<file path="config.mk">
export PLATFORM = sky130hd
export DESIGN_NAME = lsp_delay
export DESIGN_NICKNAME = d
export VERILOG_FILES = /design/src/rtl/lsp_pkg.sv /design/src/rtl/lsp_delay.sv
export SDC_FILE = /design/constraint.sdc
export NUM_CORES = 1
export LEC_CHECK = 0
export BUFFER_PORTS_ARGS = -buffer_cell sky130_fd_sc_hd__buf_2
export CORE_AREA = 8 8 370 372
export DETAILED_ROUTE_END_ITERATION = 8
export DIE_AREA = 0 0 378 380
export GPL_ROUTABILITY_DRIVEN = 0
export HOLD_SLACK_MARGIN = 0.15
export PLACE_DENSITY_LB_ADDON = 0.05
export SLEW_MARGIN = 40
export SYNTH_ARGS = -nofsm -noshare
export SYNTH_HDL_FRONTEND = slang
export SYNTH_SLANG_ARGS = --single-unit
export TNS_END_PERCENT = 100
</file>
<file path="constraint.sdc">
create_clock -name clock -period 0.8 [get_ports clock]
set_input_delay 0.12 -clock clock [delete_from_list [all_inputs] [get_ports clock]]
set_output_delay 0.12 -clock clock [all_outputs]
set_load 0.02 [all_outputs]
</file>
<file path="src/rtl/lsp_pkg.sv">
// Types, constants and helper functions of the 3x3 pivoting solver.
package lsp_pkg;

   localparam int WORD_W        = 32;
   localparam int FRAC_BITS_DEF = 16;
   localparam int QUO_W         = WORD_W + 1;
   localparam int DIV_LAT       = QUO_W + 2;
   localparam int MUL_LAT       = 2;
   localparam int EPS_W         = 16;
   localparam logic [EPS_W-1:0] EPS_RESET = 16'd16;
   localparam int N_ROWS        = 3;
   localparam int N_COLS        = 4;
   localparam int REQ_W         = WORD_W * N_ROWS * N_COLS;
   localparam int RSP_W         = WORD_W * N_ROWS;
   localparam int USER_W        = 2;
   localparam int USER_SING     = 0;
   localparam int USER_OVF      = 1;

   typedef logic signed [WORD_W-1:0] word_type;
   typedef logic [WORD_W:0]          mag_type;

   // Augmented matrix, solution and flags of one request in flight.
   typedef struct packed {
      word_type [N_ROWS-1:0][N_COLS-1:0] m;
      word_type [N_ROWS-1:0]             x;
      logic                              sing;
      logic                              ovf;
   } item_type;

   localparam int ITEM_W = $bits(item_type);

   // State handed from one divider cell to the next.
   typedef struct packed {
      logic [WORD_W-1:0] rem;
      logic [QUO_W-1:0]  lo;
      logic [QUO_W-1:0]  q;
      logic [WORD_W-1:0] d;
      logic              neg;
      logic              big;
   } div_type;

   // Magnitude; the most negative value maps to 2^31.
   function automatic mag_type mag(input word_type v);
      mag_type r;
      r = v[WORD_W-1] ? (~{1'b1, v} + mag_type'(1)) : {1'b0, v};
      return r;
   endfunction

   // Pivot too small to use.
   function automatic logic too_small(input mag_type m, input logic [EPS_W-1:0] eps);
      logic r;
      r = (m == '0) || (m < mag_type'(eps));
      return r;
   endfunction

endpackage

</file>
<file path="src/rtl/lsp_delay.sv">
// Delay line that carries a request and its valid bit alongside a unit.
module lsp_delay #(
   parameter int W     = lsp_pkg::ITEM_W,
   parameter int DEPTH = lsp_pkg::MUL_LAT
) (
   input  logic         clock,
   input  logic         reset,
   input  logic         en,
   input  logic         vld_i,
   input  logic [W-1:0] dat_i,
   output logic         vld_o,
   output logic [W-1:0] dat_o
);

   logic [DEPTH-1:0] vld_ff;
   logic [W-1:0]     dat_ff [DEPTH];

   // Advance the valid bits.
   always_ff @(posedge clock) begin
      if (reset) begin
         vld_ff <= '0;
      end else if (en) begin
         vld_ff <= {vld_ff[DEPTH-2:0], vld_i};
      end
   end

   // Advance the payload.
   always_ff @(posedge clock) begin
      if (en) begin
         dat_ff[0] <= dat_i;
         for (int i = 1; i < DEPTH; i++) begin
            dat_ff[i] <= dat_ff[i-1];
         end
      end
   end

   assign vld_o = vld_ff[DEPTH-1];
   assign dat_o = dat_ff[DEPTH-1];

endmodule

</file>
==> results.toml <==
[run_status]
outcome = "finished, violations left"
violations = "negative setup slack"

[cells_and_area]
nets = 3328
final_util_pct = 38.59
stdcell_area_um2 = 50470
fillers = 12260
multi_input_area_um2 = 27.53
area.sequential_um2 = 28990
drive_gt1_share_pct = 40.10
syn_to_final_growth_pct = 54.67

[setup_path]
slowest_delay_ns = 0.47
cp_num_buf_inv = 1
cp_cell_sequence = "buf_6"
cp_top_family = "flip-flops"
crit_start = "dat_ff[0][688]"
path_max_fanout = 1
end_kind = "output port"
ff2ff_setup_slack_ns = 0.06
worstSetupStartpointType = "register"
slowest_stage = "edfxtp_1"
r2r-start = "dat_ff[0][70]"
required_ns = 0.68
crit_type = "reg2out"
critPathArrivalTime_ns = 1.34

[drt]
drt-wirelength-per-cell_um = 20.96
drtPass1Iterations = 5
wirelength_um = 98770
detail-route-antenna-nets = 0
drc_errors = 0
via_count = 17040
via_per_inst = 3.616
first_iter_violations = 831

[sta]
tightest_slew_ns = 0.5623
rsz0062_at_grt = "yes"
drv_slew = 0
min_period_ns = 1.457
fin_crit_sh_pct = 182.2
slew_headroom_pct = 62.39
fmax_ghz = 0.6862
setup_ws_ns = -0.6572
final_hold_viol_count = 0
setup_viol = 1691
skew_ns = 0.04436

[synth]
synthesis.instances = 1452
synth-compound-area-share_pct = 0
yosys.area_share.simple_pct = 0.02300
yosys_warnings = 0
syn_nets = 1938
synth_top_family_by_area = "buffers and inverters"
ys_types = 5
avgSynthCellArea_um2 = 22.48
synthMuxAreaShare_pct = 0.06134
synth_fa_ha_area_share_pct = 0
synthXorXnorAreaFrac_pct = 0
synth-seq-area-share_pct = 88.83
synth-seq-cells = 966
synth_area_um2 = 32630

[min_path]
hold_class = "in2reg"
min-delay-start = "dat_i[241]"

[grt]
grt_overflow = 0
grt.total_usage_pct = 13.26
grt_pass1_wl_um = 138200
grt_max_degree = 41
grt_pass1_vias = 19540
antenna_found_initial = 28

[cts]
cts_buffer_depth = 3
cts_tree = "built"
cts_root_buf = "clkbuf_16"
cts_setup_buffers = 0
clock_latency_ns = 0.70
htree_num_levels = 3
cts_buffers = 111
path_clk_slew_ns = 0.06
clock_sinks = 966

[pwr]
powerDensity_nw_per_um2 = 2395
leakagePower_uw = 0.01936
total_power_uw = 120900
peakVddDrop_mv = 1.722

[run]
drv_cap = 0

[placement]
portBuffers = 968
dpl-instance-area_um2 = 36840
hpwl_um = 74650

[floorplanning]
coreArea_um2 = 130800
io_pins = 969
initial_utilization_pct = 24.95
core.rowCount = 133
chipWidth_um = 378
dieArea_um2 = 143600
die-height_um = 380
-- synthesized netlist by cell type --
| cell type | instances | area share (%) |
|---|---|---|
| buf_4 | 482 | 11 |
| dfxtp_1 | 2 | 0.12 |
| edfxtp_1 | 964 | 89 |
| mux2i_1 | 2 | 0.061 |
| nor2_1 | 2 | 0.023 |
-- repair_timing --
item,in CTS,in global routing
hold buffers,728,2
hold endpoints to repair,1362,797
gates resized for setup,849,64
pin swaps,0,1
setup endpoints to repair,483,1679
gates cloned,0,0
-- metal layers --
layer / vias to the layer above / global-route usage [%] / routed length [um]
li1: 7795 / - / -
met1: 8427 / 13.43 / 33900
met2: 676 / 24.44 / 52510
met3: 136 / 5.508 / 9703
met4: 4 / 4.337 / 2627
met5: - / 0 / 21
-- where the power goes --
group | switching (uW) | internal, uW | total (uW)
sequential | 1490 | 60100 | 61600
combinational | 5440 | 6290 | 11700
clock | 20200 | 27300 | 47500
-- cell usage in the layout, fill, tap and decap left out --
cell type,count
clkbuf_16,112
nor2_1,2
clkinv_16,3
clkbuf_1,26
bufinv_16,5
diode_2,22
clkinv_1,35
dlygate4sd3_1,728
buf_6,456
clkinv_2,17
buf_12,24
dfxtp_1,1
inv_6,2
clkinvlp_4,2
buf_4,39
buf_8,1
clkinv_8,2
edfxtp_1,964
mux2i_1,2
clkinv_4,2
buf_2,511
dfxtp_2,1
-- sequential cells by signal, indices dropped and copies added (netlist names) --
register  cells
dat_ff      964
vld_ff        2
-- cells by family (layout without fill, tap and decap cells) --
kind of cell | Yosys count | after routing
mux | 2 | 2
buf+inv | 482 | 1965
flops | 966 | 966
other cells | 0 | 22
simple gates | 2 | 2
-- per-stage QoR --
step                      worst slack [ns]  setup TNS (ns)  cells  hold WS (ns)
after global placement             -0.4369         -301.51   3756        0.2962
final                              -0.6572         -775.59   4712        0.1657
after detailed placement           -0.3927         -307.51   3756        0.2981
after global routing               -0.7309         -805.96   4706       0.09869
after floorplan                     0.1546               0   1452        0.1924
after CTS                          -0.7621         -774.69   4690       0.08070
-- layout make-up --
class / instances / share of cell area, %
sequential: 966 / 57.43
tap: 1755 / 4.350
clock buffer: 138 / 5.746
timing repair buffer: 1759 / 31.24
antenna: 22 / 0.1091
clock inverter: 68 / 1.068
multi-input combinational: 4 / 0.05454
-- path summary, 6_finish.rpt --
check / end / depth (start not counted)
min: dat_ff[0][241] / 2
max reg2reg: dat_ff[0][552] / 0
max: dat_o[206] / 1
min reg2reg: dat_ff[0][541] / 0
Power figures use the tool's default switching activity.
