==> config.mk <==
export PLATFORM = sky130hd
export DESIGN_NAME = lsp_mulsub
export DESIGN_NICKNAME = d
export VERILOG_FILES = /design/src/rtl/lsp_pkg.sv /design/src/rtl/lsp_mulsub.sv
export SDC_FILE = /design/constraint.sdc
export NUM_CORES = 2
export LEC_CHECK = 0
export ABC_CLOCK_PERIOD_IN_PS = 11600
export BUFFER_PORTS_ARGS = -buffer_cell sky130_fd_sc_hd__buf_2
export CORE_UTILIZATION = 65
export DETAILED_ROUTE_END_ITERATION = 12
export HOLD_SLACK_MARGIN = 0.03
export MAX_ROUTING_LAYER = met4
export PLACE_DENSITY = 0.82
export SYNTH_ARGS = -nofsm -noshare
export SYNTH_HDL_FRONTEND = slang
export SYNTH_SLANG_ARGS = --single-unit
==> constraint.sdc <==
create_clock -name clock -period 11.6 [get_ports clock]
set_input_delay 1.74 -clock clock [delete_from_list [all_inputs] [get_ports clock]]
set_output_delay 1.74 -clock clock [all_outputs]
set_load 0.02 [all_outputs]
==> src/rtl/lsp_pkg.sv <==
// Types, constants and helper functions of the 3x3 pivoting solver.
package lsp_pkg;

   localparam int WORD_W        = 32;
   localparam int FRAC_BITS_DEF = 16;
   localparam int QUO_W         = WORD_W + 1;
   localparam int DIV_LAT       = QUO_W + 2;
   localparam int MUL_LAT       = 2;
   localparam int EPS_W         = 16;
   localparam logic [EPS_W-1:0] EPS_RESET = 16'd16;
   localparam int N_ROWS        = 3;
   localparam int N_COLS        = 4;
   localparam int REQ_W         = WORD_W * N_ROWS * N_COLS;
   localparam int RSP_W         = WORD_W * N_ROWS;
   localparam int USER_W        = 2;
   localparam int USER_SING     = 0;
   localparam int USER_OVF      = 1;

   typedef logic signed [WORD_W-1:0] word_type;
   typedef logic [WORD_W:0]          mag_type;

   // Augmented matrix, solution and flags of one request in flight.
   typedef struct packed {
      word_type [N_ROWS-1:0][N_COLS-1:0] m;
      word_type [N_ROWS-1:0]             x;
      logic                              sing;
      logic                              ovf;
   } item_type;

   localparam int ITEM_W = $bits(item_type);

   // State handed from one divider cell to the next.
   typedef struct packed {
      logic [WORD_W-1:0] rem;
      logic [QUO_W-1:0]  lo;
      logic [QUO_W-1:0]  q;
      logic [WORD_W-1:0] d;
      logic              neg;
      logic              big;
   } div_type;

   // Magnitude; the most negative value maps to 2^31.
   function automatic mag_type mag(input word_type v);
      mag_type r;
      r = v[WORD_W-1] ? (~{1'b1, v} + mag_type'(1)) : {1'b0, v};
      return r;
   endfunction

   // Pivot too small to use.
   function automatic logic too_small(input mag_type m, input logic [EPS_W-1:0] eps);
      logic r;
      r = (m == '0) || (m < mag_type'(eps));
      return r;
   endfunction

endpackage

==> src/rtl/lsp_mulsub.sv <==
// Two-stage saturating v - (a * b) / 2^FRAC_BITS, truncated toward zero.
module lsp_mulsub #(
   parameter int FRAC_BITS = lsp_pkg::FRAC_BITS_DEF
) (
   input  logic              clock,
   input  logic              en,
   input  lsp_pkg::word_type v,
   input  lsp_pkg::word_type a,
   input  lsp_pkg::word_type b,
   output lsp_pkg::word_type r,
   output logic              ovf
);

   localparam int W = lsp_pkg::WORD_W;

   logic signed [2*W-1:0] prod_ff;
   lsp_pkg::word_type     v_ff;
   logic signed [2*W-1:0] rnd;
   logic signed [2*W-1:0] sh;
   logic signed [2*W:0]   diff;
   lsp_pkg::word_type     r_in;
   lsp_pkg::word_type     r_ff;
   logic                  ovf_in;
   logic                  ovf_ff;

   // Register the product.
   always_ff @(posedge clock) begin
      if (en) begin
         prod_ff <= $signed(a) * $signed(b);
         v_ff    <= v;
      end
   end

   // Scale down toward zero, subtract, saturate.
   always_comb begin
      rnd  = prod_ff[2*W-1] ? ((64'sd1 <<< FRAC_BITS) - 64'sd1) : '0;
      sh   = (prod_ff + rnd) >>> FRAC_BITS;
      diff = $signed({{(W+1){v_ff[W-1]}}, v_ff}) - $signed({sh[2*W-1], sh});
      ovf_in = 1'b0;
      if (diff > $signed({{(W+2){1'b0}}, {(W-1){1'b1}}})) begin
         ovf_in = 1'b1;
         r_in   = {1'b0, {(W-1){1'b1}}};
      end else if (diff < $signed({{(W+2){1'b1}}, {(W-1){1'b0}}})) begin
         ovf_in = 1'b1;
         r_in   = {1'b1, {(W-1){1'b0}}};
      end else begin
         r_in = diff[W-1:0];
      end
   end

   always_ff @(posedge clock) begin
      if (en) begin
         r_ff   <= r_in;
         ovf_ff <= ovf_in;
      end
   end

   assign r   = r_ff;
   assign ovf = ovf_ff;

endmodule

==> results.json <==
{
  "ys.flop_type": "edfxtp_1",
  "syn_avg_cell_area_um2": 9.66,
  "slew_viol_final": 0,
  "portBuffers": 130,
  "rows": 94,
  "fin_skew_ps": 9.81,
  "drtIter0Drc": 2184,
  "clock_latency_ps": 430,
  "design.core.area_mm2": 0.0663,
  "drc": 0,
  "netlist.top_cell.by_area": "fa_1",
  "finalCritPeriodShare": 0.861,
  "cp.arrival_ps": 10150,
  "netlist_top_cells_area": "fa_1 49%, edfxtp_1 8.8%, inv_1 8.3%",
  "hp-start": "v_ff[0]$_DFFE_PP_",
  "worst-setup-path-type": "input pin to flip-flop",
  "synth_area_mm2": 0.0439,
  "ioPinCount": 131,
  "final_common_cell": "fa_1",
  "clk_pin_slew_ps": 60,
  "synth_edf_count": 129,
  "postCtsSetupBuffers": 0,
  "drive_gt1_frac": 0.0461,
  "end_kind": "flip-flop",
  "netlist.area_leader.share": 0.494,
  "start_util": 0.662,
  "multi_input_area_mm2": 0.0355,
  "worstHoldPathType": "flip-flop to flip-flop",
  "cts_hold_buf": 0,
  "required_ps": 11770,
  "setup_violations": 0,
  "fmaxAchievable_mhz": 100,
  "antenna_found_initial": 3,
  "nets": 5909,
  "layout_common_cells": "1,083 x fa_1, 969 x inv_1, 571 x nand2_1",
  "clkSinkCount": 129,
  "syn-num-nets": 5969,
  "worstPathMaxFanout": 32,
  "track_usage": 0.340,
  "cp-startpoint": "b[5]",
  "maxCapViolations": 0,
  "async_reset_ff_frac": 0,
  "die_w_um": 262,
  "worst_pin_slew_ps": 884,
  "firstDrtPassIters": 5,
  "slew_headroom": 0.411,
  "ys_seq_area_frac": 0.0883,
  "netlist_instances": 4541,
  "grt-ovfl-total": 0,
  "grt_max_degree": 70,
  "status": "complete, no violations",
  "wirelength_um": 106000,
  "grt_pass1_vias": 34600,
  "h-tree-depth": 4,
  "root_buffer": "clkbuf_16",
  "cts-buffers-inserted": 17,
  "reg2reg_from": "prod_ff[63]$_DFFE_PP_",
  "area_growth_pct": 3.59,
  "grt_pass1_wl_um": 175000,
  "worst_setup_path_start_kind": "input pin",
  "die_h_um": 262,
  "place.gp.congestion": 0.952,
  "ys_warn_count": 0,
  "hold_viol": 0,
  "cts_buffer_depth": 2,
  "rsz0062_at_grt": "false",
  "via_per_inst": 5.84,
  "synth_cell_type_count": 76,
  "vias": 31300,
  "regArea_mm2": 0.00387,
  "cts_resized": 0,
  "setup_tns_ps": 0,
  "hpwl_um": 86500,
  "ant_nets": 0,
  "cts_tree": "yes",
  "fin_crit_ps": 9980,
  "dieArea_mm2": 0.0686,
  "wl_per_cell_um": 19.8,
  "fill_cells": 5075,
  "synth_seq_cells": 129
}
worst paths after layout:
path	to	slack (ps)	depth (start not counted)
worst max-delay path	prod_ff[57]$_DFFE_PP_	1620	26
worst min-delay path	r[0]$_SDFFCE_PN1P_	780	3
worst max register to register	ovf$_SDFFCE_PN1P_	4110	27
worst min register to register	r[0]$_SDFFCE_PN1P_	780	3
per-stage QoR:
step / cells / worst slack [ps] / util / hold WS, ps / cell area (um^2)
global route: 5359 / 1150 / 0.685 / 825 / 45500
detailed placement: 5326 / 1220 / 0.676 / 787 / 44800
global placement: 5326 / 1420 / 0.676 / 780 / 44800
floorplan: 4541 / 2430 / - / 739 / 43900
CTS: 5358 / 1640 / 0.685 / 796 / 45500
finish: 5360 / 1620 / 0.685 / 780 / 45500
cells in the mapped netlist, types with 48 or more instances:
library cell     n
nor2_1          79
a21oi_1        103
inv_1          969
nand3_1         48
clkbuf_1       208
o21ai_0         63
fa_1          1083
nand2_1        571
and2_1         511
edfxtp_1       129
ha_1           247
xor2_1          69
xnor2_1         92
a21o_1          54
per-layer routing:
metal	track usage	wire length, um
met1	0.403	38700
met2	0.582	55500
met3	0.0388	6420
met4	0.162	5750
met5	-	0
critical path, cell delays in order:
cell and delay (ps):
buf_2 560, nand2_1 260, inv_1 160, fa_1 410, inv_1 250, fa_1 470
inv_1 230, fa_1 510, fa_1 900, inv_1 400, fa_1 580, inv_1 50
fa_1 540, fa_1 440, fa_1 490, ha_1 370, nand2_1 90, nor2_1 40
a211oi_1 360, nor2b_1 90, o21a_1 190, o21bai_1 170, o41ai_1 390, nand3b_1 170
a21oi_1 80, xor2_1 160
final cells by class:
type,count,area share
Antenna cell,2,0.000110
Clock buffer,19,0.00952
Clock inverter,13,0.00391
Inverter,969,0.0800
Multi-Input combinational cell,3223,0.781
Sequential cell,129,0.0852
Tap cell,864,0.0238
Timing Repair Buffer,141,0.0162
logic make-up after synthesis:
logic type      after synthesis  synth area share
simple gates               1344             0.154
fa+ha+maj                  1330             0.564
buf+inv                    1189             0.102
compound gates              386            0.0580
xor+xnor                    161            0.0321
flops                       129            0.0883
mux                           2          0.000485
flip-flops by register name, indices dropped and copies added, names as in the netlist:
signal / flops
r: 32
v_ff: 32
ovf: 1
prod_ff: 64
Power is left out: the tool's default activity adds up to more than one toggle a clock period on the data nets, which glitch-free logic cannot reach.
